File: config.mk
export PLATFORM = sky130hd
export DESIGN_NAME = ccl_ram
export DESIGN_NICKNAME = d
export VERILOG_FILES = /design/src/sv/fixed_point_conv5x5_line_buffer_unit_assert.svh /design/src/sv/ccl_ram.sv
export SDC_FILE = /design/constraint.sdc
export NUM_CORES = 1
export LEC_CHECK = 0
export ABC_CLOCK_PERIOD_IN_PS = 2350
export BUFFER_PORTS_ARGS = -buffer_cell sky130_fd_sc_hd__buf_2
export CAP_MARGIN = 40
export CORE_ASPECT_RATIO = 1.25
export CORE_MARGIN = 2
export CORE_UTILIZATION = 33
export CTS_CLUSTER_DIAMETER = 80
export DETAILED_ROUTE_END_ITERATION = 10
export PLACE_DENSITY_LB_ADDON = 0.05
export SLEW_MARGIN = 20
export SYNTH_ARGS = -nofsm -noshare
export SYNTH_HDL_FRONTEND = slang
export SYNTH_SLANG_ARGS = --single-unit
File: constraint.sdc
create_clock -name clk -period 2.35 [get_ports clk]
set_input_delay 0.1175 -clock clk [delete_from_list [all_inputs] [get_ports clk]]
set_output_delay 0.1175 -clock clk [all_outputs]
set_load 0.01 [all_outputs]
File: src/sv/fixed_point_conv5x5_line_buffer_unit_assert.svh
// Assertion macros shared by the convolution unit RTL.
// Depends on nothing; users must have clk and rst_n in scope.
`ifndef FIXED_POINT_CONV5X5_LINE_BUFFER_UNIT_ASSERT_SVH
`define FIXED_POINT_CONV5X5_LINE_BUFFER_UNIT_ASSERT_SVH

// Same-cycle implication, checked outside reset.
`define CCL_ASSERT_NOW(label, ante, cons, msg) \
  label: assert property (@(posedge clk) disable iff (!rst_n) (ante) |-> (cons)) \
    else $error(msg);

// Next-cycle implication, checked outside reset.
`define CCL_ASSERT_NEXT(label, ante, cons, msg) \
  label: assert property (@(posedge clk) disable iff (!rst_n) (ante) |=> (cons)) \
    else $error(msg);

`endif

File: src/sv/ccl_ram.sv
// Generic simple dual-port RAM: one write port, one registered read port.
// Depends on nothing.
module ccl_ram #(
  parameter int WIDTH = 16,
  parameter int DEPTH = 32
) (
  input  logic                                       clk,
  input  logic                                       we,
  input  logic [((DEPTH > 1) ? $clog2(DEPTH) : 1)-1:0] waddr,
  input  logic [WIDTH-1:0]                           wdata,
  input  logic [((DEPTH > 1) ? $clog2(DEPTH) : 1)-1:0] raddr,
  output logic [WIDTH-1:0]                           rdata
);

  logic [WIDTH-1:0] mem [DEPTH];

  // Write and registered read share one clock.
  always_ff @(posedge clk) begin
    if (we) begin
      mem[waddr] <= wdata;
    end
    rdata <= mem[raddr];
  end

endmodule

# Word level (Yosys, flattened, before mapping)
# Memories as Yosys holds them, arrays and structs flattened. A register that Yosys moved wholly into a read port is not among the register bits.
# Index checks and enable logic that the tools add are counted.
# totals
reg_bits	0
ram_bits	512
inputBits	28
out_inout_bits	16
wordCells	3
memories	1
# op_classes
muxes	2
# mem_list
memory	depth	width	read_ports	rd_ports_with_merged_regs	wr	line_no	source
mem	32	16	1	1	1	ccl_ram.sv:15	logic [WIDTH-1:0] mem [DEPTH];
# ops
cell	n
two-way mux 1 bit	2

# Depth between registers and ports, before layout
# logic_depth
word_depth	2
ltp_mapped	8
mapped_depth_nobuf	5

# Least setup slack after synthesis
# OpenSTA, ideal clock, no wires.
# synth_path
path_type	input to register
from	input waddr[1] in the netlist's numbering
to	memory mem[12][0], enable pin
setup_time_ns	0.388
t_arrival_ns	1.469
t_required_ns	1.962
slack_ns	0.492
cell_stages	3
path_buffers	1
path_cell_list	or3b_2 -> clkbuf_1 -> nor2_1
# synth_lines
element	line_no	source
start, declared	ccl_ram.sv:9	input logic [((DEPTH > 1) ? $clog2(DEPTH) : 1)-1:0] waddr,
end, declared	ccl_ram.sv:15	
# Straight into the memory's write port.

==> run summary <==
Status -> complete, no violations
Final setup fails -> 0
Depth of the most critical reg-to-reg path -> 5
Cell area after synthesis -> 20500 um^2
Uppermost layer routed -> met4
DR WL/cell -> 25.7 um
Cell family with most CP delay -> compound AO/OA/AOI/OAI gates
P_leak -> 8.32 nW
Critical path's slowest cell -> mux2i_1
NumNets Final -> 1283
Max FO, Critical Path -> 1
Root buf cell -> clkbuf_16
Fin crit share -> 63.5%
Internal Pwr Total -> 16.1 mW
Routability Congestion -> 0.720
Initial Util -> 33.2%
Top Ports -> 44
FP Rows -> 102
Area grow syn2layout -> 16.5%
Synthesis Warnings -> 0
Worst R2R Setup Slack -> 0.86 ns
Min-Delay Path Depth -> 1
CTS clk-pin slew, worst paths -> 0.06 ns
Min-delay worst type -> in -> reg
DR pass1 iterations -> 7
Area of the die -> 64300 um^2
First-pass GRT wire length -> 78600 um
Switching pwr -> 4.33 mW
Levels on crit path -> 5
Placed cell area -> 22100 um^2
RSZ-0062 raised after global routing -> false
Switching share of total power -> 21.2%
Pwr dens -> 853 nW/um^2
Max_slew headroom -> 50.0%
Clock buffer depth -> 3
CP Data Required Time -> 2.82 ns
Design Area, Final -> 23900 um^2
Core Footprint -> 61800 um^2
Clock skew -> 0.0169 ns
Number of max-cap violations -> 0
Slew Viols, Final -> 0
CP arrival -> 1.97 ns
Global Route Usage Sum -> 17.2%
Routed via count -> 10500
Placed instance count -> 2030
Height of the die -> 283 um
H-tree Lvls -> 2
Clock Power Share -> 43.1%
Main synth FF type -> edfxtp_1
Clock period minus worst slack -> 1.49 ns
Cells after synthesis -> 1143
Total Power -> 20.4 mW
Worst skew pair latency -> 0.60 ns
Total CTS buffers -> 55
Post-Place Worst Slack -> 0.427 ns
Delay of the slowest critical-path stage -> 0.37 ns
Ant diodes -> 0
Final ANT Viol Nets -> 0
Post-route setup slack -> 0.857 ns
Post-synth net total -> 1171
Die Width -> 227 um
# DRC -> 0
CTS tree -> built
Buffers on Ports -> 43
Share of synthesized registers carrying an async set or reset -> 0%
Worst slew pin tran -> 0.750 ns
Initial antenna violation count -> 0
Comb pwr share -> 5.4%
Post-synth EDFFs -> 512
Buf/Inv on CP -> 0
Final wirelength -> 54800 um
Fin cells -> 2130
Met2 routed WL -> 27100 um
CP endpoint kind -> flop
Distinct cells, synth -> 26
Register area share after synthesis -> 76.4%
Postcts setup bufs -> 0
Crit Path Category -> reg -> reg
Post-DP HPWL -> 33300 um
Hold Worst Slack -> 0.0480 ns
Sum Neg Setup Slack -> 0 ns
Filler instances -> 5760
Final hold violations -> 0
Fmax achieved -> 670 MHz
Drt first-iter violations -> 653
Final core occ -> 38.7%
Startpoint types -> flop
Vias in the first global route -> 10900
Hold Buf Count CTS -> 0
Layout cell share with drive strength beyond 1 -> 18.2%
DR WL met3 -> 1540 um
Cts repair resizes -> 0
Largest net degree at the start of global routing -> 41
Worst VDD drop -> 0.489 mV
Seq cells post-synth -> 528
Clock sink count -> 528
Met1 Wirelength -> 25000 um
CP cell instances -> mux2i_1, a22o_1, nor3_1, a31oi_1, nand3_1
Avg Cell Area, Syn -> 18.0 um^2
Share of power burned in registers -> 51.5%
Overflow after GRT -> 0
Vias per inst -> 4.94
[registers in the layout, summed over array words and instances (netlist names)]
name and count:
mem 512, rdata 16
[final timing paths]
kind                from   endpoint
max           mem[5][14]  rdata[14]
min             wdata[0]  mem[5][0]
max reg2reg   mem[5][14]  rdata[14]
min reg2reg  mem[11][11]  rdata[11]
[cells in the final DEF (no fill, tap or decap), types with 5 or more instances in the layout]
cell type / instances
nand2_1: 33
clkinv_2: 8
nand3_1: 34
bufinv_16: 7
mux2i_1: 256
a22o_1: 32
a22oi_1: 64
clkinv_1: 10
nor2_2: 30
buf_2: 42
clkbuf_8: 6
clkbuf_1: 13
clkbuf_16: 55
buf_4: 66
nand3b_1: 5
a31oi_1: 16
nor3_1: 16
a21oi_1: 32
edfxtp_1: 512
nand4_1: 16
dfxtp_1: 16
buf_12: 13
[Yosys cell counts, types with 3 or more instances]
cell | number | area [um^2]
buf_6 | 6 | 67.6
a22oi_1 | 64 | 480
nor2_1 | 33 | 124
edfxtp_1 | 512 | 15400
nand4_1 | 16 | 100
clkbuf_1 | 12 | 45.0
buf_4 | 19 | 143
a21oi_1 | 32 | 160
nand2_1 | 33 | 124
nand3_1 | 34 | 170
dfxtp_1 | 16 | 320
nor3_1 | 16 | 80.1
buf_2 | 19 | 95.1
nand3b_1 | 5 | 37.5
or3b_2 | 3 | 26.3
a22o_1 | 32 | 280
mux2i_1 | 256 | 2560
buf_8 | 6 | 90.1
buf_12 | 5 | 100
a31oi_1 | 16 | 100
[kinds of logic after synthesis]
kind of cell	after synthesis	synth area share, %
simple gates	148	3.49
mux	256	12.5
flops	528	76.4
buf+inv	67	2.63
compound gates	144	4.97
[power groups by stage]
stage	logic, mW	clock network (mW)	registers, mW
after CTS	1.13	9.05	10.5
after global placement	1.13	0	10.7
after floorplan	0.588	0	10.7
after global routing	1.19	9.39	10.5
final	1.10	8.79	10.5
after detailed placement	1.13	0	10.7
[routing by layer]
layer  track usage [%]  up-vias
li1                  -     4788
met1              23.3     5497
met2              28.7      163
met3              2.52       75
met4              4.61        0
met5                 0        -
[layout make-up]
type | count | area (um^2) | area share (%)
multi-input cells | 548 | 4390 | 18.4
clock buffers | 74 | 1510 | 6.30
repair buffers | 122 | 981 | 4.10
flip-flops and latches | 528 | 15700 | 65.6
well taps | 832 | 1040 | 4.35
clock inverters | 26 | 297 | 1.24
[worst register-to-register path: stages, from the launching register on]
cell and delay (ns):
edfxtp_1 0.35, mux2i_1 0.37, a22o_1 0.20, nor3_1 0.05, a31oi_1 0.30, nand3_1 0.11
Power figures use the tool's default switching activity.
