`config.mk`:
```
export PLATFORM = sky130hd
export DESIGN_NAME = ccl_mac
export DESIGN_NICKNAME = d
export VERILOG_FILES = /design/src/sv/fixed_point_conv5x5_line_buffer_unit_assert.svh /design/src/sv/ccl_pkg.sv /design/src/sv/ccl_mac.sv
export SDC_FILE = /design/constraint.sdc
export NUM_CORES = 1
export LEC_CHECK = 0
export ABC_AREA = 1
export BUFFER_PORTS_ARGS = -buffer_cell sky130_fd_sc_hd__buf_4
export CORE_AREA = 4 4 162 164
export CTS_CLUSTER_DIAMETER = 200
export DETAILED_ROUTE_END_ITERATION = 16
export DIE_AREA = 0 0 166 168
export GPL_ROUTABILITY_DRIVEN = 0
export PLACE_DENSITY = 0.72
export SYNTH_ARGS = -nofsm -noshare
export SYNTH_HDL_FRONTEND = slang
export SYNTH_SLANG_ARGS = --single-unit
```
`constraint.sdc`:
```
create_clock -name clk -period 8.11 [get_ports clk]
set_input_delay 0 -clock clk [delete_from_list [all_inputs] [get_ports clk]]
set_output_delay 0 -clock clk [all_outputs]
set_load 0.05 [all_outputs]
```
`src/sv/fixed_point_conv5x5_line_buffer_unit_assert.svh`:
```
// Assertion macros shared by the convolution unit RTL.
// Depends on nothing; users must have clk and rst_n in scope.
`ifndef FIXED_POINT_CONV5X5_LINE_BUFFER_UNIT_ASSERT_SVH
`define FIXED_POINT_CONV5X5_LINE_BUFFER_UNIT_ASSERT_SVH

// Same-cycle implication, checked outside reset.
`define CCL_ASSERT_NOW(label, ante, cons, msg) \
  label: assert property (@(posedge clk) disable iff (!rst_n) (ante) |-> (cons)) \
    else $error(msg);

// Next-cycle implication, checked outside reset.
`define CCL_ASSERT_NEXT(label, ante, cons, msg) \
  label: assert property (@(posedge clk) disable iff (!rst_n) (ante) |=> (cons)) \
    else $error(msg);

`endif

```
`src/sv/ccl_pkg.sv`:
```
// Shared constants, types and codes for the 5x5 convolution unit.
// Depends on nothing; used by ccl_mac and the top level.
package ccl_pkg;

  // Geometry.
  localparam int IMAGE_WIDTH  = 32;
  localparam int KERNEL_WIDTH = 5;
  localparam int MAP_COUNT    = 6;
  localparam int TAPS         = KERNEL_WIDTH * KERNEL_WIDTH;

  // Field widths fixed by the interface.
  localparam int OP_W      = 2;
  localparam int MAP_W     = 3;
  localparam int TAP_W     = 5;
  localparam int DATA_W    = 16;
  localparam int SHIFT_W   = 4;
  localparam int OUT_POS_W = 5;
  localparam int PROD_W    = 2 * DATA_W;

  // Storage sizes and derived index widths.
  localparam int W_DEPTH  = MAP_COUNT * TAPS;
  localparam int LS_DEPTH = KERNEL_WIDTH * IMAGE_WIDTH;
  localparam int W_AW     = $clog2(W_DEPTH);
  localparam int LS_AW    = $clog2(LS_DEPTH);
  localparam int POS_W    = $clog2(IMAGE_WIDTH);
  localparam int KS_W     = $clog2(KERNEL_WIDTH);
  localparam int BIAS_AW  = (MAP_COUNT > 1) ? $clog2(MAP_COUNT) : 1;

  localparam logic [SHIFT_W-1:0] FRAC_SHIFT_RESET = 4'd8;

  // Input operation codes.
  typedef enum logic [OP_W-1:0] {
    OP_WEIGHT = 2'd0,
    OP_BIAS   = 2'd1,
    OP_PIXEL  = 2'd2
  } op_t;

  // Control from the sequencer to the shared multiply-accumulate unit.
  typedef struct packed {
    logic load;   // Preload the accumulator with the bias.
    logic valid;  // Pixel and weight operands are present this cycle.
  } mac_ctl_t;

endpackage

```
`src/sv/ccl_mac.sv`:
```
// Shared multiply, shift and accumulate unit used once per kernel tap.
// Depends on ccl_pkg.
module ccl_mac (
  input  logic                          clk,
  input  logic                          rst_n,
  input  ccl_pkg::mac_ctl_t             ctl,
  input  logic [ccl_pkg::DATA_W-1:0]    bias,
  input  logic [ccl_pkg::DATA_W-1:0]    pixel,
  input  logic [ccl_pkg::DATA_W-1:0]    weight,
  input  logic [ccl_pkg::SHIFT_W-1:0]   shift,
  output logic [ccl_pkg::DATA_W-1:0]    acc,
  output logic                          busy
);

  logic signed [ccl_pkg::PROD_W-1:0] prod_r;
  logic                              prod_v_r;
  logic signed [ccl_pkg::PROD_W-1:0] shifted;
  logic        [ccl_pkg::DATA_W-1:0] acc_r;

  // Arithmetic shift of the registered product; only the low bits feed the wrapping sum.
  assign shifted = prod_r >>> shift;

  // Product stage.
  always_ff @(posedge clk) begin
    if (!rst_n) begin
      prod_v_r <= 1'b0;
    end else begin
      prod_v_r <= ctl.valid;
    end
    prod_r <= $signed(pixel) * $signed(weight);
  end

  // Accumulate stage, preloaded with the bias of the current map.
  always_ff @(posedge clk) begin
    if (ctl.load) begin
      acc_r <= bias;
    end else if (prod_v_r) begin
      acc_r <= acc_r + shifted[ccl_pkg::DATA_W-1:0];
    end
  end

  assign acc  = acc_r;
  assign busy = prod_v_r;

endmodule

```
Word-level counts from Yosys, hierarchy flattened. Index checks and enable logic that the tools add are counted.

Add/subtract/negate cells: 1. Multiply operators: 1. Shifts and indexed selects: 1. Muxes and demuxes: 2. Reductions and logical operators: 1.

Operators by type and width (number): multiplier 16 x 16 -> 32 bit (1); two-way mux 16 bit (2); >>> shifter 32 x 4 -> 16 bit (1); adder 16 bit (1); nonzero test 2 bit (1).

Register bits: 49. Output and inout bits: 17. Logic and storage cells: 9.

Logic depth before layout (Yosys ltp). Gate-level depths: netlist of run 1.

Depth after elaboration: 4. Gate-level depth with buffers: 28. Mapped depth without buffers: 26.

Worst setup path before layout of run 1. OpenSTA, ideal clock, no wires.

Path type: in2reg. Start point: input weight[1] (netlist name). End point: register prod_r[29] (netlist name). Arrival time: 4938 ps. Setup slack: 3059 ps. Stages: 21. Buffers on the path: 1. Path through: clkbuf_1 > nand2_1 > inv_1 > fa_1 > inv_1 > fa_1 > inv_1 > fa_1 > inv_1 > fa_1 > inv_1 > fa_1 > fa_1 > ha_1 > inv_1 > nor3_2 > nand2_1 > nor4_1 > nand2_1 > nand4_1 > nand2_1.

Cells in the longest elaborated chain, start to end: 1.

RTL lines: start, declared (line ccl_mac.sv:9) `input logic [ccl_pkg::DATA_W-1:0] weight,`; multiplier 16 x 16 -> 32 bit (line ccl_mac.sv:30) `prod_r <= $signed(pixel) * $signed(weight);`; end signal, assigned (line ccl_mac.sv:30); end, declared (line ccl_mac.sv:15) `logic signed [ccl_pkg::PROD_W-1:0] prod_r;`.

Every way passes these cells. A chain may end at the register's enable or synchronous reset.

Worst setup path in the final report of run 1.
Start point: input weight[1] (netlist name). End point: register prod_r[27] (netlist name).

Same word-level chain as after synthesis.

==> flow_metrics.py, run 1 <==
metrics = {
    "run_status": {
        "run_status": "finished clean",
    },
    "yosys": {
        "ys_async_sr_fraction_pct": 0,
        "synth_most_common_cell": "nand2_1",
        "yosysWarnings": 0,
        "synth_seq_cells": 48,
        "synth_top_area_share_pct": 38.3,
        "synthFlopType": "dfxtp_1",
        "netlist_area_um2": 13400,
        "netlist_top_cells_area": "fa_1 (38%), nand2_1 (14%), inv_1 (13%)",
        "syn_nets": 2222,
        "ys_seq_area_share_pct": 8.35,
        "synth_cells": 1814,
        "synth_cell_types": 39,
        "synth_edf_count": 16,
        "synth_commonest_cells": "nand2_1 (496), inv_1 (450), fa_1 (257)",
        "avgSynthCellArea_um2": 7.40,
        "synth_top_area_cell": "fa_1",
    },
    "cts": {
        "clk_pin_slew_ns": 0.07,
        "clock_latency_ns": 0.30,
        "cts_buffer_depth": 2,
        "cts.root.buffer_cell": "clkbuf_16",
        "cts_tree": "yes",
        "htree_levels": 2,
        "cts_buffers": 5,
        "cts_num_sinks": 48,
    },
    "worst_setup_path": {
        "crit_type": "input pin to register",
        "slowest_stage": "fa_1",
        "startpoint_type": "input pin",
        "crit_fanout": 16,
        "path_buf_inv": 6,
        "crit_chain": "buf_4, nand2_1, inv_1, fa_1, inv_1, fa_1, inv_1, fa_1, fa_1, fa_1, inv_1, fa_1, inv_1, ha_1, a21oi_1, o21ai_0, a21oi_1, nand3_1, xor2_1",
        "path_delay_family": "adder cells",
        "required_ns": 8.30,
        "cp-end-kind": "register",
        "cp_data_arrival_time_ns": 5.41,
        "cpMostUsedCell": "fa_1",
        "crit_path_max_incr_delay_ns": 0.74,
    },
    "detailed_routing": {
        "firstDrtPassIters": 5,
        "antenna_left": 0,
        "finalWirelength_um": 31700,
        "first_iter_violations": 732,
        "remaining_drc_errors": 0,
        "wl_per_cell_um": 14.7,
        "via_per_inst": 5.21,
        "vias": 11300,
    },
    "sta": {
        "min_period_ns": 5.22,
        "tns_ns": 0,
        "rsz0062_at_grt": "no",
        "fmax_mhz": 191,
        "post-route-period-util_pct": 64.4,
        "finalSetupViolations": 0,
        "worstMarginPinSlew_ns": 0.651,
        "finalHoldViolCount": 0,
        "skew_ns": 0.00992,
        "slew_viol_final": 0,
        "maxSlewHeadroom_pct": 56.6,
    },
    "flow_run": {
        "max_cap_viol_count": 0,
    },
    "global_route": {
        "gr-usage-all-layers_pct": 23.5,
        "antenna_found_initial": 0,
        "first_global_vias": 11700,
        "grt-ovfl-total": 0,
        "grt_max_degree": 34,
        "grt_pass1_wl_um": 54800,
    },
    "cells_and_area": {
        "n_antenna_cell": 0,
        "fin_area_um2": 14400,
        "nFillCells": 2361,
        "syn_to_final_growth_pct": 7.22,
        "drive_gt1_share_pct": 5.35,
        "postLayoutCoreUtil_pct": 57.8,
        "final_nets": 2239,
    },
    "placed_design": {
        "hpwl_um": 27200,
        "portBuffers": 72,
        "place_area_um2": 14000,
    },
    "min_path": {
        "min_path_type": "input pin to register",
    },
    "floorplan": {
        "die_w_um": 166,
        "core-area_um2": 24900,
        "initial_utilization_pct": 53.9,
        "io_pins": 73,
        "die_h_um": 168,
        "dieArea_um2": 27900,
        "rows": 58,
    },
}
==> cells by family (layout without fill, tap and decap cells) <==
| family | after synthesis | in the layout | synth area share (%) |
|---|---|---|---|
| and+or+nand+nor | 682 | 682 | 20.6 |
| buffers and inverters | 536 | 553 | 15.2 |
| adders and majority gates | 352 | 352 | 47.2 |
| AOI/OAI and AO/OA | 164 | 164 | 6.52 |
| DFF | 48 | 48 | 8.35 |
| xor gates and xnor gates | 28 | 28 | 1.83 |
| muxes | 4 | 4 | 0.298 |
==> metrics by stage <==
stage	setup slack [ns]	hold WS [ns]	instances
after floorplan	3.06	0.0935	1814
after global placement	2.75	0.176	2137
after detailed placement	2.61	0.186	2137
after CTS	2.91	0.0279	2161
after global routing	2.46	0.0607	2161
final	2.89	0.0284	2161
==> sequential cells by signal, indices dropped and copies added, names as in the netlist <==
signal / count
prod_r: 31
acc: 16
busy: 1
==> placed cells by master, fill, tap and decap left out, types with 2 or more instances in the layout <==
cell type	count
inv_1	450
o22a_1	2
buf_4	72
o211ai_1	4
a31oi_1	4
o21ai_1	34
a21o_1	4
fa_1	257
edfxtp_1	16
clkbuf_16	7
o21a_1	2
or2_2	5
nor4_1	2
dlygate4sd3_1	17
and2_1	2
mux2i_1	4
nand2_1	496
ha_1	95
nor3_1	5
dfxtp_1	32
inv_2	7
xnor2_1	8
a21oi_1	66
nor2_1	63
xor2_1	20
o21ai_0	41
nand4_1	10
o21bai_1	5
nand3_1	89
nand2_2	4
==> final timing paths <==
kind / start / to / slack, ns / depth (start not counted)
hold / removal: bias[14] / acc[14] / 0.03 / 3
setup / recovery: weight[1] / prod_r[27] / 2.89 / 19
hold reg to reg: acc[0] / acc[0] / 0.68 / 3
setup reg to reg: prod_r[4] / acc[14] / 5.07 / 19
==> worst reg2reg max path: cells and delay by family (launching register included) <==
kind,cells,cell delay (ns)
buffers and inverters,3,0.27
DFF,1,0.31
and+or+nand+nor,10,0.96
adders and majority gates,2,0.60
AOI/OAI and AO/OA,4,0.67
==> layer usage <==
layer | share of wire (%) | wire length (um) | track usage [%] | up-vias
met3 | 5.1 | 1620 | 2.23 | 63
met5 | 0 | 0 | 0 | -
met1 | 42 | 13500 | 31.2 | 5479
met4 | 2.7 | 864 | 6.46 | 0
li1 | - | - | - | 5378
met2 | 50 | 15800 | 41.6 | 336
==> area by class of cell <==
cell class              count  area [um^2]  area share, %
well taps                 330          413           2.87
clock buffers               7          175           1.22
flip-flops and latches     48         1120           7.79
repair buffers             89          711           4.94
multi-input cells        1230        10300           71.3
inverters                 457         1720           11.9
==> what timing repair did <==
action                                 CTS  global route
endpoints found under the hold margin   16             0
hold buffers                            17             0
buffers inserted                         0             0
gates resized for setup                  0             0
Power of run 1 is left out: the tool's default activity adds up to more than one toggle a clock period on the data nets, which glitch-free logic cannot reach.
==> inputs of run 2 (changes only) <==
PLACE_DENSITY = 0.75   (was 0.72)
clock period = 4.8 ns   (was 8.11 ns; I/O delays follow)
==> run 2 against run 1 <==
  * The flow now finishes with violations (negative hold slack)
  * Via count increased by 3.8%
  * Die area unchanged
  * Sequential share of layout area decreased by 0.58 points
  * Register-to-register slack worse by 3.4 ns
  * Worst setup slack got worse by 2.7 ns
  * Non-clock buffer count grew 112
  * Routed wire length rose by 1.7%
  * Sequential cell count unchanged
  * Final cell count grew 5.3%
  * Largest cell class unchanged
  * Highest routed layer unchanged
==> flow_metrics.py, run 2 (synthesis results as in run 1) <==
metrics = {
    "cells_and_area": {
        "largest_register_ffs": 31,
        "final_cell_mix": "nand2_1 (485), inv_1 (444), fa_1 (253)",
        "drive_gt1_share_pct": 14.3,
        "multi_input_area_um2": 10600,
        "ff_latch_area_um2": 1120,
        "nFillCells": 2172,
        "final_common_cell": "nand2_1",
        "fin_area_um2": 15500,
        "top_register": "prod_r",
        "n_antenna_cell": 0,
        "final_nets": 2352,
        "syn_to_final_growth_pct": 15.8,
    },
    "sta": {
        "maxSlewHeadroom_pct": 58.8,
        "rsz0062_at_grt": "yes",
        "fmax_mhz": 215,
        "post-route-period-util_pct": 96.8,
        "skew_ns": 0.00850,
        "worstMarginPinSlew_ns": 0.617,
        "slew_viol_final": 0,
        "finalHoldViolCount": 1,
        "min_period_ns": 4.65,
        "hold_slack_ns": -0.00399,
        "finalSetupViolations": 0,
    },
    "detailed_routing": {
        "met2_length_um": 16100,
        "routedLengthMet1_um": 13500,
        "route.met3.wl_um": 1830,
        "antenna_left": 0,
        "vias": 11700,
        "via_per_inst": 5.13,
        "top_layer_used": "met4",
        "firstDrtPassIters": 5,
        "first_iter_violations": 846,
        "wl_per_cell_um": 14.2,
        "remaining_drc_errors": 0,
        "finalWirelength_um": 32200,
    },
    "cts": {
        "cts_buffers": 5,
        "cts_tree": "yes",
        "cts_num_sinks": 48,
        "cts.root.buffer_cell": "clkbuf_16",
        "htree_levels": 2,
        "clock_latency_ns": 0.30,
        "cts_buffer_depth": 2,
        "clk_pin_slew_ns": 0.07,
    },
    "worst_setup_path": {
        "cp-end-kind": "register",
        "startpoint_type": "input pin",
        "crit_type": "input pin to register",
        "crit_fanout": 10,
        "cp_data_arrival_time_ns": 4.86,
        "required_ns": 5.02,
    },
    "global_route": {
        "gr-usage-all-layers_pct": 24.2,
        "first_global_vias": 12300,
        "grt-ovfl-total": 0,
        "grt_max_degree": 34,
        "antenna_found_initial": 0,
        "grt_pass1_wl_um": 56900,
    },
    "run_status": {
        "run_status": "finished with violations",
        "violations": "negative hold slack",
    },
    "floorplan": {
        "rows": 58,
        "io_pins": 73,
        "die_h_um": 168,
        "initial_utilization_pct": 53.9,
        "core-area_um2": 24900,
        "dieArea_um2": 27900,
        "die_w_um": 166,
    },
    "placed_design": {
        "portBuffers": 72,
        "place_area_um2": 14900,
        "hpwl_um": 28100,
    },
    "min_path": {
        "min_path_type": "input pin to register",
    },
    "flow_run": {
        "max_cap_viol_count": 0,
    },
}
run 2: final timing paths:
path	start	to	slack, ns	depth (start not counted)
worst min register to register	acc[0]	acc[0]	0.72	3
worst max-delay path	weight[7]	prod_r[27]	0.15	20
worst min-delay path	bias[15]	acc[15]	-0.004	3
worst max register to register	prod_r[4]	acc[14]	1.69	19
run 2: cell type report:
class	instances	area share [%]
inverters	457	11.1
clock inverters	2	0.0966
clock buffers	6	0.830
repair inverters	1	0.0322
well taps	330	2.66
multi-input cells	1230	67.9
flip-flops and latches	48	7.22
repair buffers	201	10.2
run 2: through the flow:
step	utilization, %	setup TNS [ns]	worst slack [ns]	instances
2_1_floorplan	-	-0.00807	-0.00807	1814
3_3_place_gp	60.0	-1.67	-0.223	2250
3_5_place_dp	60.0	-2.79	-0.287	2250
4_1_cts	61.2	0	0.0140	2273
5_1_grt	62.4	-0.104	-0.0525	2275
6_report	62.4	0	0.153	2275
run 2: worst max-delay path, stage by stage:
cell,delay [ns]
buf_4,0.17
buf_4,0.18
nand2_1,0.08
fa_1,0.50
fa_1,0.43
fa_1,0.49
inv_1,0.05
fa_1,0.52
fa_1,0.51
inv_1,0.05
fa_1,0.47
inv_1,0.04
ha_1,0.32
buf_4,0.14
nand2_2,0.12
o21a_1,0.24
o21bai_1,0.16
nand2_1,0.07
nand3_1,0.12
xor2_1,0.18
run 2: timing repair:
item / 4_1_cts / 5_1_grt
resized for setup: 2 / 69
cloned: 0 / 1
pin swaps: 0 / 14
endpoints found under the setup margin: 1 / 15
endpoints found under the hold margin: 14 / 0
hold buffers: 15 / 0
setup buffers: 0 / 1
run 2: layer usage:
layer	up-vias	track usage [%]
li1	5611	-
met1	5647	32.1
met2	359	43.3
met3	65	2.25
met4	0	5.74
met5	-	0
Power of run 2 is left out for the same reason.
==> inputs of run 3 (changes only) <==
CTS_CLUSTER_DIAMETER = 120   (was 200)
GPL_TIMING_DRIVEN = 0   (was unset)
==> run 3 against run 2 <==
  * The flow still finishes with violations (negative hold slack)
  * Non-clock buffer count fell by 39
  * Fmax fell by 2.1%
  * Global-route usage rose by 2.0 points
  * Via count rose by 3.0%
  * Clock skew fell by 0.0012 ns
  * First-iteration DRC count rose by 42%
  * Hold slack improved by 0.0026 ns
  * Critical path depth fell by 1
  * Clock-buffer cell count did not move
  * Worst setup slack got worse by 0.099 ns
==> flow_metrics.py, run 3 (synthesis results as in run 1) <==
metrics = {
    "run_status": {
        "run_status": "finished with violations",
        "violations": "negative hold slack",
    },
    "min_path": {
        "min_path_type": "input pin to register",
        "hold_end": "acc[8]",
        "worstHoldStart": "bias[8]",
        "whs_path_depth": 3,
    },
    "cts": {
        "htree_levels": 2,
        "cts_buffer_depth": 2,
        "cts_tree": "yes",
        "clk_pin_slew_ns": 0.07,
        "cts_num_sinks": 48,
        "cts_buffers": 5,
        "cts.root.buffer_cell": "clkbuf_16",
        "clock_latency_ns": 0.29,
    },
    "detailed_routing": {
        "remaining_drc_errors": 0,
        "first_iter_violations": 1205,
        "antenna_left": 0,
        "via_per_inst": 5.38,
        "wl_per_cell_um": 16.6,
        "vias": 12000,
        "finalWirelength_um": 37100,
        "firstDrtPassIters": 5,
    },
    "sta": {
        "slew_viol_final": 0,
        "hold_slack_ns": -0.00135,
        "maxSlewHeadroom_pct": 66.4,
        "finalSetupViolations": 0,
        "rsz0062_at_grt": "yes",
        "finalHoldViolCount": 1,
        "post-route-period-util_pct": 98.9,
        "worstMarginPinSlew_ns": 0.503,
        "skew_ns": 0.00730,
        "min_period_ns": 4.75,
        "fmax_mhz": 211,
    },
    "cells_and_area": {
        "final_nets": 2312,
        "top_register": "prod_r",
        "syn_to_final_growth_pct": 17.0,
        "nFillCells": 2085,
        "final_cell_mix": "nand2_1 (476), inv_1 (437), fa_1 (248)",
        "final_common_cell": "nand2_1",
        "drive_gt1_share_pct": 13.9,
        "n_antenna_cell": 0,
        "largest_register_ffs": 31,
    },
    "worst_setup_path": {
        "r2r_cells": 19,
        "r2r-end": "acc[14]",
        "rrSetupSlack_ns": 1.64,
        "cp-end-kind": "register",
        "required_ns": 5.02,
        "startpoint_type": "input pin",
        "crit_type": "input pin to register",
        "r2r-start": "prod_r[4]",
        "crit_fanout": 10,
        "cp_data_arrival_time_ns": 4.96,
    },
    "global_route": {
        "gr-usage-all-layers_pct": 26.2,
        "grt_pass1_wl_um": 59700,
        "grt_max_degree": 18,
        "grt-ovfl-total": 0,
        "antenna_found_initial": 0,
        "first_global_vias": 12200,
    },
    "floorplan": {
        "initial_utilization_pct": 53.9,
        "io_pins": 73,
        "die_h_um": 168,
        "dieArea_um2": 27900,
        "core-area_um2": 24900,
        "rows": 58,
        "die_w_um": 166,
    },
    "flow_run": {
        "max_cap_viol_count": 0,
    },
    "placed_design": {
        "hpwl_um": 30300,
        "portBuffers": 44,
    },
}
## run 3: cell count changes in the layout (fill, tap and decap cells not counted), sizes merged
| cell | change |
|---|---|
| clkinv | -1 |
| buf | -71 |
| dlygate4sd3 | -1 |
| clkbuf | +33 |
## run 3: final cells by class
type                       count  area, um^2  area share, %
tap                          330         413           2.63
sequential                    48        1120           7.14
timing repair buffer          86         741           4.72
inverter                     457        1730           11.0
clock buffer                   6         139          0.885
multi-input combinational   1230       10800           68.7
buffer                        76         751           4.78
clock inverter                 2        17.5          0.112
## run 3: layer usage
layer	vias to the layer above	track usage, %	share of wire, %
met5	-	0	0
met2	557	43.5	48
met3	92	4.56	9.2
met4	0	6.99	3.2
li1	5533	-	-
met1	5851	36.0	40
## run 3: timing repair
item | CTS | global route
cloned | 2 | 3
endpoints found under the setup margin | 19 | 18
pin swaps | 14 | 36
setup buffers | 8 | 15
hold endpoints to repair | 12 | 1
gates resized for setup | 140 | 133
hold buffers | 13 | 1
## run 3: through the flow
step                area [um^2]  setup TNS [ns]  setup slack (ns)  instances  util (%)
finish                    15700               0            0.0542       2235      63.1
global placement          14200          -14.09             -1.02       2188      57.2
detailed placement        14200          -14.66             -1.03       2188      57.2
floorplan                 13500        -0.00807          -0.00807       1814         -
global route              15700          -0.574            -0.110       2235      63.1
CTS                       15100        -0.00326          -0.00326       2217      60.7
## run 3: how the worst max path moves through the flow
stage	startpoint	to	slack, ns	depth (start not counted)
global placement	pixel[4]	prod_r[30]	-1.02	21
global route	weight[7]	prod_r[29]	-0.11	21
CTS	pixel[15]	prod_r[29]	-0.003	22
floorplan	weight[7]	prod_r[29]	-0.008	20
finish	weight[8]	prod_r[27]	0.05	19
detailed placement	pixel[4]	prod_r[30]	-1.03	21
## run 3: worst max-delay path, cell delays in order
cell      delay (ns)
clkbuf_4        0.20
buf_8           0.16
nand2_1         0.08
fa_1            0.51
inv_1           0.05
fa_1            0.51
fa_1            0.61
fa_1            0.45
fa_1            0.50
inv_1           0.06
fa_1            0.48
inv_1           0.06
ha_4            0.29
nand2_1         0.10
o21ai_0         0.34
o21bai_1        0.21
nand2_1         0.10
nand3_2         0.09
xor2_1          0.17
Power of run 3 is left out for the same reason.
